### config.mk
export PLATFORM = sky130hd
export DESIGN_NAME = dbd_ctrl
export DESIGN_NICKNAME = d
export VERILOG_FILES = /design/src/dbd_pkg.sv /design/src/dbd_ctrl.sv
export SDC_FILE = /design/constraint.sdc
export NUM_CORES = 1
export LEC_CHECK = 0
export ABC_CLOCK_PERIOD_IN_PS = 1900
export BUFFER_PORTS_ARGS = -buffer_cell sky130_fd_sc_hd__buf_2
export CORE_AREA = 2 2 39 41
export DETAILED_ROUTE_END_ITERATION = 6
export DIE_AREA = 0 0 41 43
export PLACE_DENSITY_LB_ADDON = 0.25
export SETUP_SLACK_MARGIN = 0.15
export SLEW_MARGIN = 0
export SYNTH_ARGS = -nofsm -noshare
export SYNTH_HDL_FRONTEND = slang
export SYNTH_SLANG_ARGS = --single-unit
### constraint.sdc
create_clock -name clk -period 1.9 [get_ports clk]
set_input_delay 0.38 -clock clk [delete_from_list [all_inputs] [get_ports clk]]
set_output_delay 0.38 -clock clk [all_outputs]
set_load 0.05 [all_outputs]
### src/dbd_pkg.sv
// ----------------------------------------------------------------------------
// dbd_pkg: shared types and constants for the days-between-dates block
// Field widths, decimal split phase codes, controller command struct and
// calendar lookup functions used by both the controller and the datapath.
// ----------------------------------------------------------------------------
`default_nettype none

package dbd_pkg;

  // Field and internal widths
  localparam int FIELD_W  = 27;  // packed yyyymmdd date
  localparam int COUNT_W  = 22;  // day count result
  localparam int IN_W     = 56;  // two dates, padded to whole bytes
  localparam int OUT_W    = 24;  // day count, padded to whole bytes
  localparam int CENT_W   = 8;   // date / 1000000, at most 134
  localparam int DIG_W    = 7;   // two decimal digits, at most 99
  localparam int YEAR_W   = 14;  // year plus offset, at most 13899
  localparam int Y100_W   = 9;   // shifted year / 100
  localparam int SERIAL_W = 23;  // serial day number
  localparam int CNT_W    = 1;   // split step counter
  localparam int DOY_W    = 9;   // days since 1 March
  localparam int QUO_W    = 21;  // date / 100, at most 1342177

  // Divide by 100 as multiply by ceil(2^33 / 100) and shift; exact for any
  // 27-bit dividend since 8 * 2^27 < 2^33
  localparam logic [FIELD_W-1:0] RECIP_100 = FIELD_W'(85899346);
  localparam int                 RECIP_SH  = 33;

  // Cycles of each split phase, less one: multiply, then remainder
  localparam logic [CNT_W-1:0]   SPLIT_CNT = CNT_W'(1);

  // Decimal split phases: day, then month, then year digits and century
  typedef enum logic [1:0] {
    PH_DAY,
    PH_MON,
    PH_YEAR
  } phase_t;

  // Controller to datapath commands
  typedef struct packed {
    logic   capture;  // latch both dates from the input transaction
    logic   load;     // load the remainder with the selected date
    logic   sel_b;    // working on the second date
    logic   step;     // one split step
    logic   last;     // final step of the current phase
    phase_t phase;
    logic   do_year;
    logic   do_prod;
    logic   do_sum;
    logic   do_out;
  } dbd_cmd_t;

  function automatic phase_t next_phase(phase_t ph);
    phase_t r;
    case (ph)
      PH_DAY:  r = PH_MON;
      PH_MON:  r = PH_YEAR;
      default: r = PH_DAY;
    endcase
    return r;
  endfunction

  // Month length, with February set by the leap flag
  function automatic logic [4:0] month_len(logic [3:0] mon, logic leap);
    logic [4:0] r;
    case (mon)
      4'd1, 4'd3, 4'd5, 4'd7, 4'd8, 4'd10, 4'd12: r = 5'd31;
      4'd4, 4'd6, 4'd9, 4'd11:                   r = 5'd30;
      4'd2:    r = leap ? 5'd29 : 5'd28;
      default: r = 5'd0;
    endcase
    return r;
  endfunction

  // Days from 1 March to the first of the month (year starts in March)
  function automatic logic [DOY_W-1:0] cum_days(logic [3:0] mon);
    logic [DOY_W-1:0] r;
    case (mon)
      4'd3:    r = 9'd0;
      4'd4:    r = 9'd31;
      4'd5:    r = 9'd61;
      4'd6:    r = 9'd92;
      4'd7:    r = 9'd122;
      4'd8:    r = 9'd153;
      4'd9:    r = 9'd184;
      4'd10:   r = 9'd214;
      4'd11:   r = 9'd245;
      4'd12:   r = 9'd275;
      4'd1:    r = 9'd306;
      4'd2:    r = 9'd337;
      default: r = 9'd0;
    endcase
    return r;
  endfunction

endpackage

`default_nettype wire

### src/dbd_ctrl.sv
// ----------------------------------------------------------------------------
// dbd_ctrl: sequencing controller
// Accepts a transaction, walks the datapath through the decimal split and
// serial-day evaluation of each date, then hands the result to the output.
// ----------------------------------------------------------------------------
`default_nettype none

module dbd_ctrl (
  input  wire logic              clk,
  input  wire logic              rst,
  input  wire logic              s_tvalid,
  output logic                   s_tready,
  output logic                   m_tvalid,
  input  wire logic              m_tready,
  output dbd_pkg::dbd_cmd_t      cmd
);

  typedef enum logic [2:0] {
    S_IDLE,
    S_LOAD,
    S_DIV,
    S_YEAR,
    S_PROD,
    S_SUM,
    S_DIFF
  } state_t;

  state_t                     state;
  dbd_pkg::phase_t            phase;
  logic [dbd_pkg::CNT_W-1:0]  cnt;
  logic                       sel_b;
  logic                       out_valid;

  assign s_tready = (state == S_IDLE);
  assign m_tvalid = out_valid;

  // Command decode
  always_comb begin
    cmd         = '0;
    cmd.capture = s_tvalid && (state == S_IDLE);
    cmd.load    = (state == S_LOAD);
    cmd.sel_b   = sel_b;
    cmd.step    = (state == S_DIV);
    cmd.last    = (state == S_DIV) && (cnt == '0);
    cmd.phase   = phase;
    cmd.do_year = (state == S_YEAR);
    cmd.do_prod = (state == S_PROD);
    cmd.do_sum  = (state == S_SUM);
    cmd.do_out  = (state == S_DIFF) && (!out_valid || m_tready);
  end

  // State and registered outputs
  always_ff @(posedge clk) begin
    if (rst) begin
      state     <= S_IDLE;
      phase     <= dbd_pkg::PH_DAY;
      cnt       <= '0;
      sel_b     <= 1'b0;
      out_valid <= 1'b0;
    end else begin
      if (cmd.do_out) begin
        out_valid <= 1'b1;
      end else if (m_tready) begin
        out_valid <= 1'b0;
      end
      case (state)
        S_IDLE: begin
          sel_b <= 1'b0;
          if (s_tvalid) begin
            state <= S_LOAD;
          end
        end
        S_LOAD: begin
          phase <= dbd_pkg::PH_DAY;
          cnt   <= dbd_pkg::SPLIT_CNT;
          state <= S_DIV;
        end
        S_DIV: begin
          if (cnt == '0) begin
            if (phase == dbd_pkg::PH_YEAR) begin
              state <= S_YEAR;
            end else begin
              phase <= dbd_pkg::next_phase(phase);
              cnt   <= dbd_pkg::SPLIT_CNT;
            end
          end else begin
            cnt <= cnt - 1'b1;
          end
        end
        S_YEAR: state <= S_PROD;
        S_PROD: state <= S_SUM;
        S_SUM: begin
          if (sel_b) begin
            state <= S_DIFF;
          end else begin
            sel_b <= 1'b1;
            state <= S_LOAD;
          end
        end
        S_DIFF: begin
          if (cmd.do_out) begin
            state <= S_IDLE;
          end
        end
        default: state <= S_IDLE;
      endcase
    end
  end

  // Checks
  a_accept_loads_first: assert property (@(posedge clk) disable iff (rst)
    (s_tvalid && s_tready) |=> (state == S_LOAD && !sel_b))
    else $error("accepted transaction did not start on the first date");

  a_no_overwrite: assert property (@(posedge clk) disable iff (rst)
    cmd.do_out |-> (!out_valid || m_tready))
    else $error("pending result overwritten");

  a_split_ends: assert property (@(posedge clk) disable iff (rst)
    (state == S_DIV && cnt == '0 && phase == dbd_pkg::PH_YEAR) |=> (state == S_YEAR))
    else $error("decimal split not followed by year assembly");

  a_second_date_ends: assert property (@(posedge clk) disable iff (rst)
    (state == S_SUM && sel_b) |=> (state == S_DIFF))
    else $error("second date not followed by difference");

endmodule

`default_nettype wire

==> summary.md <==
| Metric | Value |
|---|---|
| Startpoint Class | `flip-flop` |
| Largest net degree at the start of global routing | `16` |
| Die height | `43 um` |
| Max Cap Viol | `0` |
| Critical path class | `flip-flop to output port` |
| WP buf/inv | `1` |
| Fin nets | `a little over 80` |
| Synth Flop Type | `dfxtp_1` |
| # IOs | `17` |
| First-pass DRT Iterations | `4` |
| Residual DRC | `0` |
| Clk slew on worst S/H paths | `about 50 ps` |
| EDFF count, synth | `0` |
| Setup TNS | `0 ps` |
| Cell Pwr Density | `approximately 960 nW/um^2` |
| Worst EP arrival | `about 1300 ps` |
| Flops & latches, synth | `8` |
| Worst Tran Pin Value | `between 200 and 250 ps` |
| Setup violators final | `0` |
| Worst slew margin | `about 84%` |
| Post-synthesis instance total | `58` |
| Gpl congestion | `a little under 0.7` |
| R2R setup slack | `~450 ps` |
| Port Buffer Count | `16` |
| Cell area after synthesis | `478 um^2` |
| Worst endpoint required time | `between 1500 and 2000 ps` |
| Vias in the first global route | `~410` |
| VDD IR max | `0.409 mV` |
| CP Max Fanout | `14` |
| Core area | `1380 um^2` |
| Hold wc startpoint | `rst` |
| Slew Limit Fails | `0` |
| Crit path time final | `between 1500 and 2000 ps` |
| Layout Skew | `1.91 ps` |
| Post-synthesis cell type count | `31` |
| Fmax | `0.580 GHz` |
| Post-synth ARST share | `0%` |
| DR WL/cell | `around 12 um` |
| Post-Syn Nets | `62` |
| Clock sinks | `8` |
| Crit-path leading delay family | `simple AND/OR/NAND/NOR gates` |
| FP Rows | `14` |
| Delay of the slowest critical-path stage | `approximately 420 ps` |
| DRT Wirelength | `~1100 um` |
| Final Util | `47.8%` |
| First-pass GRT wire length | `1820 um` |
| Die Wd | `41 um` |
| Total track usage | `15.5%` |
| Area grow syn2layout | `38.5%` |
| Final ANT Viol Nets | `0` |
| Clk_lat worst skew | `~250 ps` |
| Final Hold Vio Count | `0` |
| RSZ-0062 raised after global routing | `true` |
| Synth warnings | `0` |
| Mapped Avg Cell Area | `about 8.2 um^2` |
| Post-CTS Hold Buffers | `0` |
| Sequential area share after synthesis | `between 30% and 40%` |
| Hpwl dp | `a little over 700 um` |
| Via density | `between 5 and 6` |
| GR Overflow Total | `0` |
| Initial core utilization | `between 30 and 40%` |
| CTS Root Cell | `clkbuf_4` |
| Die ar. | `1760 um^2` |
| Crit path from | `state[0]` |
| Cell with the biggest individual delay on the critical path | `or3b_4` |
| Max Buffers Root-to-Sink | `2` |
| TritonCTS clock tree | `built` |
| Worst-path cell chain | `or3b_4 -> nor2_2 -> buf_6` |
| Number of buffers created by CTS | `3` |
| P_leak | `around 0.27 nW` |
| CTS H-tree lvls | `1` |
| Status | `completed` |
| Layout cells sized above 1 | `46.7%` |
| Vias | `477` |
| Final period utilization | `about nine tenths` |
| Initial DRC count | `4` |
| Diode count | `0` |
| HP Class | `input pin to flip-flop` |
| Crit end category | `output port` |
| Initial antenna violation count | `0` |
| Worst r2r src | `state[0]` |
| Filler Cell Count | `~140` |
| Hold slack | `approximately 400 ps` |
[cell families (layout without fill, tap and decap cells)]
family                 after synthesis  count (layout)  share of synthesized area (%)
DFF                                  8               8                           33.5
AOI/OAI and AO/OA                   16              16                           25.7
buffers and inverters                8              25                           7.59
and+or+nand+nor                     26              26                           33.2
[worst paths after layout]
path         cells after the start        to
max                              3    cmd[6]
min                              2  m_tvalid
max reg2reg                      3  phase[1]
min reg2reg                      2     sel_b
[registers in the layout, indices dropped and copies added (netlist names)]
name	cells
m_tvalid	1
phase	2
cnt	1
state	3
sel_b	1
[through the flow]
stage / area [um^2] / setup WS, ps / power, W / instances
after global routing: 662 / 111 / 0.000677 / 91
final: 662 / 176 / 0.000633 / 91
after floorplan: 507 / -68.1 / 0.000420 / 58
after global placement: 593 / 262 / 0.000468 / 86
after detailed placement: 593 / 255 / 0.000469 / 86
after CTS: 627 / 129 / 0.000618 / 89
[Yosys cell counts (2+ instances only)]
library cell  n  share of area (%)
dfxtp_1       8                 34
nand2b_1      5                6.5
nand2_1       4                3.1
a21oi_1       3                3.1
nor2_1        3                2.4
a31oi_1       2                2.6
and2_1        2                2.6
buf_2         2                2.1
clkbuf_1      2                1.6
inv_1         2                1.6
nor2b_1       2                2.6
nor3b_1       2                3.1
o21ai_0       2                2.1
or4_1         2                3.1
[timing repair]
action / CTS / global route
gates cloned: 0 / 0
setup endpoints to repair: 7 / 5
resized for setup: 5 / 7
pin swaps: 0 / 0
setup buffers: 0 / 2
[final cells by class]
type / count / area, um^2 / share of cell area, %
Clock buffer: 3 / 22.5 / 3.40
Inverter: 2 / 7.51 / 1.13
Tap cell: 16 / 20.0 / 3.02
Sequential cell: 8 / 165 / 25.0
Timing Repair Buffer: 20 / 128 / 19.3
Multi-Input combinational cell: 42 / 319 / 48.2
[worst reg2reg max path, delay by kind of cell (launching register included)]
family / cells / cell delay, ps
DFF: 1 / 400
and+or+nand+nor: 2 / 830
AOI/OAI and AO/OA: 1 / 160
[placed cells by master, fill, tap and decap left out, types with 2 or more instances in the layout]
master    count
and2_1        2
dfxtp_1       6
buf_2        12
a21oi_1       3
o21ai_0       2
nand2_1       4
nor2_2        2
or4_1         2
clkbuf_4      4
buf_4         5
nor3b_4       2
inv_1         2
nand2b_1      4
buf_6         2
a31oi_1       2
[where the power goes]
group	switching (W)	leakage, nW	internal [W]
Combinational	0.000174	0.191	0.000104
Clock	0.0000606	0.0138	0.0000725
Sequential	0.0000319	0.0663	0.000190
[layer usage]
metal | global-route usage [%] | vias to the layer above | wire [um]
met3 | 3.14 | 4 | 50
li1 | - | 245 | -
met2 | 19.4 | 12 | 509
met5 | 0 | - | 0
met4 | 12.0 | 0 | 36
met1 | 22.2 | 216 | 469
No activity file was read; power rests on OpenSTA's default activity.
