===== config.mk =====
export PLATFORM = sky130hd
export DESIGN_NAME = dbd_dpath
export DESIGN_NICKNAME = d
export VERILOG_FILES = /design/src/dbd_pkg.sv /design/src/dbd_dpath.sv
export SDC_FILE = /design/constraint.sdc
export NUM_CORES = 1
export LEC_CHECK = 0
export CORE_UTILIZATION = 65
export DETAILED_ROUTE_END_ITERATION = 10
export DONT_BUFFER_PORTS = 1
export GPL_TIMING_DRIVEN = 0
export PLACE_DENSITY = 0.81
export RECOVER_POWER = 25
export SETUP_SLACK_MARGIN = 0.02
export SLEW_MARGIN = 25
export SYNTH_ARGS = -nofsm -noshare
export SYNTH_HDL_FRONTEND = slang
export SYNTH_SLANG_ARGS = --single-unit

===== constraint.sdc =====
create_clock -name clk -period 8.8 [get_ports clk]
set_clock_uncertainty 0.1 [all_clocks]
set_input_delay 1.32 -clock clk [delete_from_list [all_inputs] [get_ports clk]]
set_output_delay 1.32 -clock clk [all_outputs]
set_load 0.01 [all_outputs]

===== src/dbd_pkg.sv =====
// ----------------------------------------------------------------------------
// dbd_pkg: shared types and constants for the days-between-dates block
// Field widths, decimal split phase codes, controller command struct and
// calendar lookup functions used by both the controller and the datapath.
// ----------------------------------------------------------------------------
`default_nettype none

package dbd_pkg;

  // Field and internal widths
  localparam int FIELD_W  = 27;  // packed yyyymmdd date
  localparam int COUNT_W  = 22;  // day count result
  localparam int IN_W     = 56;  // two dates, padded to whole bytes
  localparam int OUT_W    = 24;  // day count, padded to whole bytes
  localparam int CENT_W   = 8;   // date / 1000000, at most 134
  localparam int DIG_W    = 7;   // two decimal digits, at most 99
  localparam int YEAR_W   = 14;  // year plus offset, at most 13899
  localparam int Y100_W   = 9;   // shifted year / 100
  localparam int SERIAL_W = 23;  // serial day number
  localparam int CNT_W    = 1;   // split step counter
  localparam int DOY_W    = 9;   // days since 1 March
  localparam int QUO_W    = 21;  // date / 100, at most 1342177

  // Divide by 100 as multiply by ceil(2^33 / 100) and shift; exact for any
  // 27-bit dividend since 8 * 2^27 < 2^33
  localparam logic [FIELD_W-1:0] RECIP_100 = FIELD_W'(85899346);
  localparam int                 RECIP_SH  = 33;

  // Cycles of each split phase, less one: multiply, then remainder
  localparam logic [CNT_W-1:0]   SPLIT_CNT = CNT_W'(1);

  // Decimal split phases: day, then month, then year digits and century
  typedef enum logic [1:0] {
    PH_DAY,
    PH_MON,
    PH_YEAR
  } phase_t;

  // Controller to datapath commands
  typedef struct packed {
    logic   capture;  // latch both dates from the input transaction
    logic   load;     // load the remainder with the selected date
    logic   sel_b;    // working on the second date
    logic   step;     // one split step
    logic   last;     // final step of the current phase
    phase_t phase;
    logic   do_year;
    logic   do_prod;
    logic   do_sum;
    logic   do_out;
  } dbd_cmd_t;

  function automatic phase_t next_phase(phase_t ph);
    phase_t r;
    case (ph)
      PH_DAY:  r = PH_MON;
      PH_MON:  r = PH_YEAR;
      default: r = PH_DAY;
    endcase
    return r;
  endfunction

  // Month length, with February set by the leap flag
  function automatic logic [4:0] month_len(logic [3:0] mon, logic leap);
    logic [4:0] r;
    case (mon)
      4'd1, 4'd3, 4'd5, 4'd7, 4'd8, 4'd10, 4'd12: r = 5'd31;
      4'd4, 4'd6, 4'd9, 4'd11:                   r = 5'd30;
      4'd2:    r = leap ? 5'd29 : 5'd28;
      default: r = 5'd0;
    endcase
    return r;
  endfunction

  // Days from 1 March to the first of the month (year starts in March)
  function automatic logic [DOY_W-1:0] cum_days(logic [3:0] mon);
    logic [DOY_W-1:0] r;
    case (mon)
      4'd3:    r = 9'd0;
      4'd4:    r = 9'd31;
      4'd5:    r = 9'd61;
      4'd6:    r = 9'd92;
      4'd7:    r = 9'd122;
      4'd8:    r = 9'd153;
      4'd9:    r = 9'd184;
      4'd10:   r = 9'd214;
      4'd11:   r = 9'd245;
      4'd12:   r = 9'd275;
      4'd1:    r = 9'd306;
      4'd2:    r = 9'd337;
      default: r = 9'd0;
    endcase
    return r;
  endfunction

endpackage

`default_nettype wire


===== src/dbd_dpath.sv =====
// ----------------------------------------------------------------------------
// dbd_dpath: date split and serial-day datapath
// Shared reciprocal divide-by-100 for the decimal split, calendar check,
// serial-day evaluation of each date and the output register of the count.
// ----------------------------------------------------------------------------
`default_nettype none

module dbd_dpath #(
  parameter int MAX_YEAR = 9999
) (
  input  wire logic                        clk,
  input  wire logic [dbd_pkg::FIELD_W-1:0] first_date,
  input  wire logic [dbd_pkg::FIELD_W-1:0] second_date,
  input  wire dbd_pkg::dbd_cmd_t           cmd,
  output logic [dbd_pkg::COUNT_W-1:0]      day_count,
  output logic                             invalid
);

  localparam int FW = dbd_pkg::FIELD_W;
  localparam int YW = dbd_pkg::YEAR_W;
  localparam int SW = dbd_pkg::SERIAL_W;
  localparam int DW = dbd_pkg::DIG_W;

  logic [FW-1:0]               date_a, date_b;
  logic [FW-1:0]               rem;
  logic [dbd_pkg::QUO_W-1:0]   quo;
  logic [dbd_pkg::CENT_W-1:0]  cent;
  logic [DW-1:0]               yy, month, day;
  logic [YW-1:0]               year, yprime;
  logic [dbd_pkg::Y100_W-1:0]  y100;
  logic                        leap;
  logic [SW-1:0]               prod;
  logic                        valid_cur;
  logic [SW-1:0]               sa, sb;
  logic                        ok_a, ok_b;

  // Split step: quotient by reciprocal multiply, then the two-digit remainder
  logic [2*FW-1:0]             recip_prod;
  logic [FW-1:0]               rem_lo;

  assign recip_prod = {{FW{1'b0}}, rem} * {{FW{1'b0}}, dbd_pkg::RECIP_100};
  assign rem_lo     = rem - FW'(quo) * FW'(100);

  // Year assembly terms
  logic          adj;
  logic [YW-1:0] year_c;

  assign adj    = (month <= DW'(2));
  assign year_c = YW'(cent) * YW'(100) + YW'(yy);

  // Serial day sum
  logic [SW-1:0] serial;

  assign serial = prod + SW'(yprime >> 2) - SW'(y100) + SW'(y100 >> 2)
                + SW'(dbd_pkg::cum_days(month[3:0])) + SW'(day) - SW'(1);

  // Input capture
  always_ff @(posedge clk) begin
    if (cmd.capture) begin
      date_a <= first_date;
      date_b <= second_date;
    end
  end

  // Decimal split, quotient then remainder for each digit pair
  always_ff @(posedge clk) begin
    if (cmd.load) begin
      rem <= cmd.sel_b ? date_b : date_a;
    end else if (cmd.step) begin
      if (cmd.last) begin
        case (cmd.phase)
          dbd_pkg::PH_DAY: day   <= rem_lo[DW-1:0];
          dbd_pkg::PH_MON: month <= rem_lo[DW-1:0];
          dbd_pkg::PH_YEAR: begin
            yy   <= rem_lo[DW-1:0];
            cent <= quo[dbd_pkg::CENT_W-1:0];
          end
          default: ;
        endcase
        rem <= FW'(quo);
      end else begin
        quo <= recip_prod[dbd_pkg::RECIP_SH +: dbd_pkg::QUO_W];
      end
    end
  end

  // Serial day evaluation
  always_ff @(posedge clk) begin
    if (cmd.do_year) begin
      year   <= year_c;
      // March-based year, offset by 400 to keep terms positive
      yprime <= year_c + YW'(400) - YW'(adj);
      y100   <= (yy >= DW'(adj)) ? (dbd_pkg::Y100_W'(cent) + 9'd4)
                                 : (dbd_pkg::Y100_W'(cent) + 9'd3);
      // 100 divides by 4, so the low two digits settle year mod 4
      leap   <= (yy[1:0] == 2'b00) && ((yy != '0) || (cent[1:0] == 2'b00));
    end
    if (cmd.do_prod) begin
      prod      <= SW'(yprime) * SW'(365);
      valid_cur <= (year <= YW'(MAX_YEAR))
                && (month >= DW'(1)) && (month <= DW'(12))
                && (day >= DW'(1))
                && (day <= DW'(dbd_pkg::month_len(month[3:0], leap)));
    end
    if (cmd.do_sum) begin
      if (cmd.sel_b) begin
        sb   <= serial;
        ok_b <= valid_cur;
      end else begin
        sa   <= serial;
        ok_a <= valid_cur;
      end
    end
  end

  // Output register
  always_ff @(posedge clk) begin
    if (cmd.do_out) begin
      if (ok_a && ok_b) begin
        day_count <= (sa >= sb) ? dbd_pkg::COUNT_W'(sa - sb)
                                : dbd_pkg::COUNT_W'(sb - sa);
        invalid   <= 1'b0;
      end else begin
        day_count <= '0;
        invalid   <= 1'b1;
      end
    end
  end

endmodule

`default_nettype wire


==> flow_metrics.env, run 1 <==
export IMPL_yosys_top_cells_area="edfxtp_1 (26%), fa_1 (23%), ha_1 (22%)"
export IMPL_rsz0062_at_grt="no"
export IMPL_yosysUniqueCellTypes=76
export IMPL_area_growth_pct=5.95
export IMPL_hold_ws_ns=0.361
export IMPL_start_util=0.663
export IMPL_drt_total_wl_mm=67.0
export IMPL_dp_hpwl_mm=56.1
export IMPL_period_needed_ns=7.85
export IMPL_ys_warn_count=0
export IMPL_syn_num_nets=3650
export IMPL_setup_tns_ns=0
export IMPL_drtIter0Drc=1062
export IMPL_max_cap_viol_count=0
export IMPL_holdBufCountCts=0
export IMPL_synthArstFlopShare=0
export IMPL_core_area_sq_um=44600
export IMPL_clock_root_buffer="clkbuf_16"
export IMPL_seq_area_frac_synth=0.270
export IMPL_ant_nets=0
export IMPL_chipWidth_um=215
export IMPL_finalHoldViolations=0
export IMPL_period_share=0.892
export IMPL_required_ns=9.05
export IMPL_yosysTopAreaCell="edfxtp_1"
export IMPL_synth_avg_cell_area_sq_um=10.8
export IMPL_post_cts_resized=0
export IMPL_synth_top_area_frac=0.264
export IMPL_end_kind="flip-flop"
export IMPL_setup_viol=0
export IMPL_worstHoldPathType="flip-flop to flip-flop"
export IMPL_firstDrtPassIters=6
export IMPL_synthFlopType="edfxtp_1"
export IMPL_place_area_sq_um=30400
export IMPL_grt_pass1_vias=21600
export IMPL_die_y_um=215
export IMPL_design_area_sq_um=31400
export IMPL_cts_setup_buffers=0
export IMPL_netlist_area_sq_um=29600
export IMPL_die_area_sq_um=46400
export IMPL_fin_nets=3685
export IMPL_slew_viol_final=0
export IMPL_fin_util=0.703
export IMPL_wl_per_cell_um=19.8
export IMPL_synth_common_cells="inv_1 (678), ha_1 (509), fa_1 (334)"
export IMPL_antennaDiodeCount=0
export IMPL_cts_buffer_depth=3
export IMPL_grt_pass1_wl_mm=111
export IMPL_clock_latency_ns=0.57
export IMPL_fmax_mhz=127
export IMPL_pin_count=89
export IMPL_cts_sinks=269
export IMPL_rows=77
export IMPL_worst_pin_slew_ns=0.940
export IMPL_path_class="flip-flop to flip-flop"
export IMPL_clk_pin_slew_ns=0.06
export IMPL_drive_above_1_share=0.0311
export IMPL_crit_fanout=9
export IMPL_drc=0
export IMPL_filler_cell_count=3160
export IMPL_worstSetupStartpointType="flip-flop"
export IMPL_cts_buffers=28
export IMPL_grt_max_degree=55
export IMPL_synth_seq_cells=269
export IMPL_cp_arrival_ns=8.09
export IMPL_place_congestion=0.988
export IMPL_yosysMostFrequentCell="inv_1"
export IMPL_portBuffers=0
export IMPL_h_tree_depth=1
export IMPL_antenna_found_initial=0
export IMPL_grt_remaining_overflow=0
export IMPL_synth_edf_count=260
export IMPL_relSlewSlack=0.372
export IMPL_syn_inst=2741
export IMPL_vias=19600
export IMPL_cts_tree="yes"
export IMPL_status="completed"
export IMPL_track_usage=0.307
export IMPL_vias_per_cell=5.78
logic make-up (layout without fill, tap and decap cells):
group / Yosys count / after routing / share of synthesized area
adder cells (fa/ha/maj): 843 / 843 / 0.441
AND/OR/NAND/NOR: 385 / 385 / 0.0651
XOR/XNOR: 95 / 95 / 0.0281
AO/OA/AOI/OAI: 387 / 387 / 0.0867
multiplexers: 53 / 53 / 0.0180
buffers and inverters: 709 / 765 / 0.0910
flip-flops: 269 / 269 / 0.270
routing by layer:
layer,vias up,routed length (um),GRT usage
li1,9174,-,-
met1,9708,26600,0.373
met2,519,33500,0.537
met3,182,3380,0.0461
met4,0,3490,0.140
met5,-,0,0
cells in the final DEF (no fill, tap or decap), types with 7 or more instances in the layout:
| master | n |
|---|---|
| inv_1 | 678 |
| ha_1 | 509 |
| fa_1 | 334 |
| edfxtp_1 | 260 |
| a21oi_1 | 131 |
| nor2_1 | 110 |
| xnor2_1 | 72 |
| nand2_1 | 70 |
| a21o_1 | 55 |
| o21ai_0 | 53 |
| mux2i_1 | 52 |
| nor2b_1 | 32 |
| nor3_1 | 31 |
| nand3_1 | 31 |
| clkbuf_16 | 29 |
| clkbuf_1 | 26 |
| xor2_1 | 23 |
| nand2b_1 | 21 |
| o21a_1 | 20 |
| nand4_1 | 17 |
| a31oi_1 | 15 |
| and3_1 | 14 |
| and2_1 | 13 |
| o211ai_1 | 12 |
| o21bai_1 | 11 |
| a211oi_1 | 11 |
| clkinv_2 | 10 |
| or3_1 | 9 |
| dfxtp_1 | 9 |
| a2111oi_0 | 7 |
| nor3b_1 | 7 |
layout make-up:
| type | instances | area [sq um] | area share |
|---|---|---|---|
| multi-input combinational | 1763 | 18900 | 0.604 |
| tap | 592 | 741 | 0.0236 |
| clock inverter | 20 | 218 | 0.00694 |
| clock buffer | 31 | 733 | 0.0234 |
| buffer | 30 | 144 | 0.00459 |
| inverter | 679 | 2550 | 0.0813 |
| sequential | 269 | 7990 | 0.255 |
| timing repair buffer | 5 | 30.0 | 0.000958 |
worst max-delay path, cell delays in order (launching register included):
cell and delay (ns):
edfxtp_1 0.93, ha_1 0.38, inv_1 0.16, fa_1 0.48, fa_1 0.55, inv_1 0.06, fa_1 0.47, fa_1 0.53
fa_1 0.55, inv_1 0.06, fa_1 0.53, inv_1 0.04, ha_1 0.31, nand3_1 0.15, nor2_1 0.06, a2111oi_0 0.61
a311o_1 0.49, o221ai_4 0.22, o2111ai_1 0.46, nand2_1 0.14, o311ai_0 0.36
state kept, by name, summed over array words and instances (netlist names), 9 cells and up, named ones only:
| name | cells |
|---|---|
| yprime | 14 |
| y100 | 9 |
| date_a | 27 |
| prod | 23 |
| rem | 27 |
| quo | 21 |
| sa | 23 |
| date_b | 27 |
| year | 10 |
| day_count | 22 |
| sb | 23 |
metrics by stage:
step	setup WS (ns)	cells
global placement	1.16	3333
floorplan	2.26	2741
CTS	1.04	3389
detailed placement	1.08	3338
finish	0.955	3389
global route	0.709	3389
path summary, 6_finish.rpt:
check                             start  endpoint  slack, ns  cells past startpoint
worst max-delay path            rem[13]   quo[15]       0.95                     20
worst min register to register   quo[6]   cent[6]       0.36                      0
worst min-delay path             quo[6]   cent[6]       0.36                      0
worst max register to register  rem[13]   quo[15]       0.95                     20
Power of run 1 is left out: the tool's default activity adds up to more than one toggle a clock period on the data nets, which glitch-free logic cannot reach.
==> run 2, diff against run 1 <==
CORE_UTILIZATION = 45   (was 65)
PLACE_DENSITY = default   (was 0.81)
==> run 2 against run 1 <==
Effect of this change: routed wire length grew 1.8%; worst hold slack improved by 0.0020 ns; via count shrank 1.9%; non-clock buffer count unchanged; worst setup slack got worse by 0.099 ns; count of clock-buffer cells in the layout grew 2; register-to-register slack got worse by 0.099 ns; fmax fell by 1.3%; final area increased by 1.1%; global-route usage decreased by 9.5 points; final cell count is 7.8% higher; die area rose by 44%; critical path type unchanged.
==> flow_metrics.env, run 2 (synthesis results as in run 1) <==
export IMPL_worstHoldPathType="flip-flop to flip-flop"
export IMPL_pre_cts_ws_ns=0.893
export IMPL_place_area_sq_um=30700
export IMPL_track_usage=0.211
export IMPL_clk_pin_slew_ns=0.06
export IMPL_chipWidth_um=258
export IMPL_cts_buffer_depth=3
export IMPL_design_area_sq_um=31700
export IMPL_ff2ff_setup_slack_ns=0.86
export IMPL_grt_pass1_wl_mm=111
export IMPL_drc=0
export IMPL_drt_total_wl_mm=68.2
export IMPL_crit_path_max_incr_delay_ns=0.87
export IMPL_cp_startpoint="rem[10]"
export IMPL_grt_remaining_overflow=0
export IMPL_final_common_cell="inv_1"
export IMPL_required_ns=9.06
export IMPL_crit_slowest_cell="edfxtp_1"
export IMPL_rsz0062_at_grt="no"
export IMPL_setup_viol=0
export IMPL_fmax_mhz=126
export IMPL_max_cap_viol_count=0
export IMPL_post_cts_resized=0
export IMPL_grtUsageMet2=0.382
export IMPL_crit_fanout=9
export IMPL_cts_tree="yes"
export IMPL_die_y_um=258
export IMPL_firstDrtPassIters=5
export IMPL_ant_nets=0
export IMPL_top_regs="date_a (27), date_b (27), rem (27)"
export IMPL_cts_sinks=269
export IMPL_h_tree_depth=1
export IMPL_busiest_layer="met2"
export IMPL_layout_common_cells="inv_1 (678), ha_1 (509), fa_1 (334)"
export IMPL_clock_root_buffer="clkbuf_16"
export IMPL_setup_slack_ns=0.855
export IMPL_area_growth_pct=7.09
export IMPL_start_util=0.457
export IMPL_fin_nets=3686
export IMPL_vias=19200
export IMPL_met3_usage=0.0206
export IMPL_reg2reg_from="rem[10]"
export IMPL_finalHoldViolations=0
export IMPL_place_congestion=0.902
export IMPL_r2r_end="quo[18]"
export IMPL_drive_above_1_share=0.0296
export IMPL_worst_pin_slew_ns=0.972
export IMPL_vias_per_cell=5.25
export IMPL_antenna_found_initial=0
export IMPL_grt_pass1_vias=20500
export IMPL_rows=93
export IMPL_relSlewSlack=0.352
export IMPL_drtIter0Drc=927
export IMPL_cp_arrival_ns=8.20
export IMPL_path_class="flip-flop to flip-flop"
export IMPL_portBuffers=0
export IMPL_endpoint="quo[18]"
export IMPL_status="completed"
export IMPL_setup_tns_ns=0
export IMPL_clock_latency_ns=0.58
export IMPL_core_area_sq_um=64700
export IMPL_grt_max_degree=55
export IMPL_cts_setup_buffers=0
export IMPL_met1_usage=0.268
export IMPL_slew_viol_final=0
export IMPL_period_share=0.903
export IMPL_reg2regPathDepth=20
export IMPL_wl_per_cell_um=18.7
export IMPL_end_kind="flip-flop"
export IMPL_dp_hpwl_mm=58.1
export IMPL_die_area_sq_um=66800
export IMPL_worst_path_most_repeated_cell="fa_1"
export IMPL_path_cells="ha_1 > fa_1 > fa_1 > inv_1 > fa_1 > inv_1 > fa_1 > fa_1 > inv_1 > fa_1 > inv_1 > ha_1 > nand4_1 > or4_1 > nor3_2 > o21ai_1 > o221ai_4 > o2111ai_1 > and4b_1 > nor3b_1"
export IMPL_holdBufCountCts=0
export IMPL_cts_buffers=29
export IMPL_antennaDiodeCount=0
export IMPL_worstSetupStartpointType="flip-flop"
export IMPL_pin_count=89
export IMPL_period_needed_ns=7.94
## run 2: area by class of cell
cell class	instances	area, sq um
Buffer	30	144
Clock buffer	33	741
Clock inverter	21	200
Fill cell	5963	33000
Inverter	679	2550
Multi-Input combinational cell	1763	18900
Sequential cell	269	7990
Tap cell	855	1070
Timing Repair Buffer	5	47.5
## run 2: critical path, delay by kind of cell, from the launching register on
family	cells	cell delay, ns
buffers and inverters	4	0.23
AO/OA/AOI/OAI	3	0.96
AND/OR/NAND/NOR	5	1.67
adder cells (fa/ha/maj)	8	3.92
flip-flops	1	0.87
## run 2: worst min-delay path by stage
| stage | slack [ns] | depth (start not counted) | start | to |
|---|---|---|---|---|
| floorplan | 0.32 | 0 | valid_cur | ok_a |
| global placement | 0.35 | 0 | quo[5] | cent[5] |
| detailed placement | 0.35 | 0 | quo[6] | cent[6] |
| CTS | 0.36 | 0 | quo[6] | cent[6] |
| global route | 0.38 | 0 | quo[6] | cent[6] |
| finish | 0.36 | 0 | quo[6] | cent[6] |
## run 2: metrics by stage
stage	utilization	hold slack, ns	cells
6_report	0.490	0.363	3655
5_1_grt	0.490	0.375	3655
4_1_cts	0.490	0.362	3655
3_5_place_dp	0.475	0.346	3601
3_3_place_gp	0.474	0.348	3596
2_1_floorplan	-	0.321	2741
## run 2: routing by layer
metal | wire [um] | part of all wire
met5 | 0 | 0
met4 | 2150 | 0.032
met3 | 2170 | 0.032
met2 | 34700 | 0.51
met1 | 29200 | 0.43
Power of run 2 is left out for the same reason.
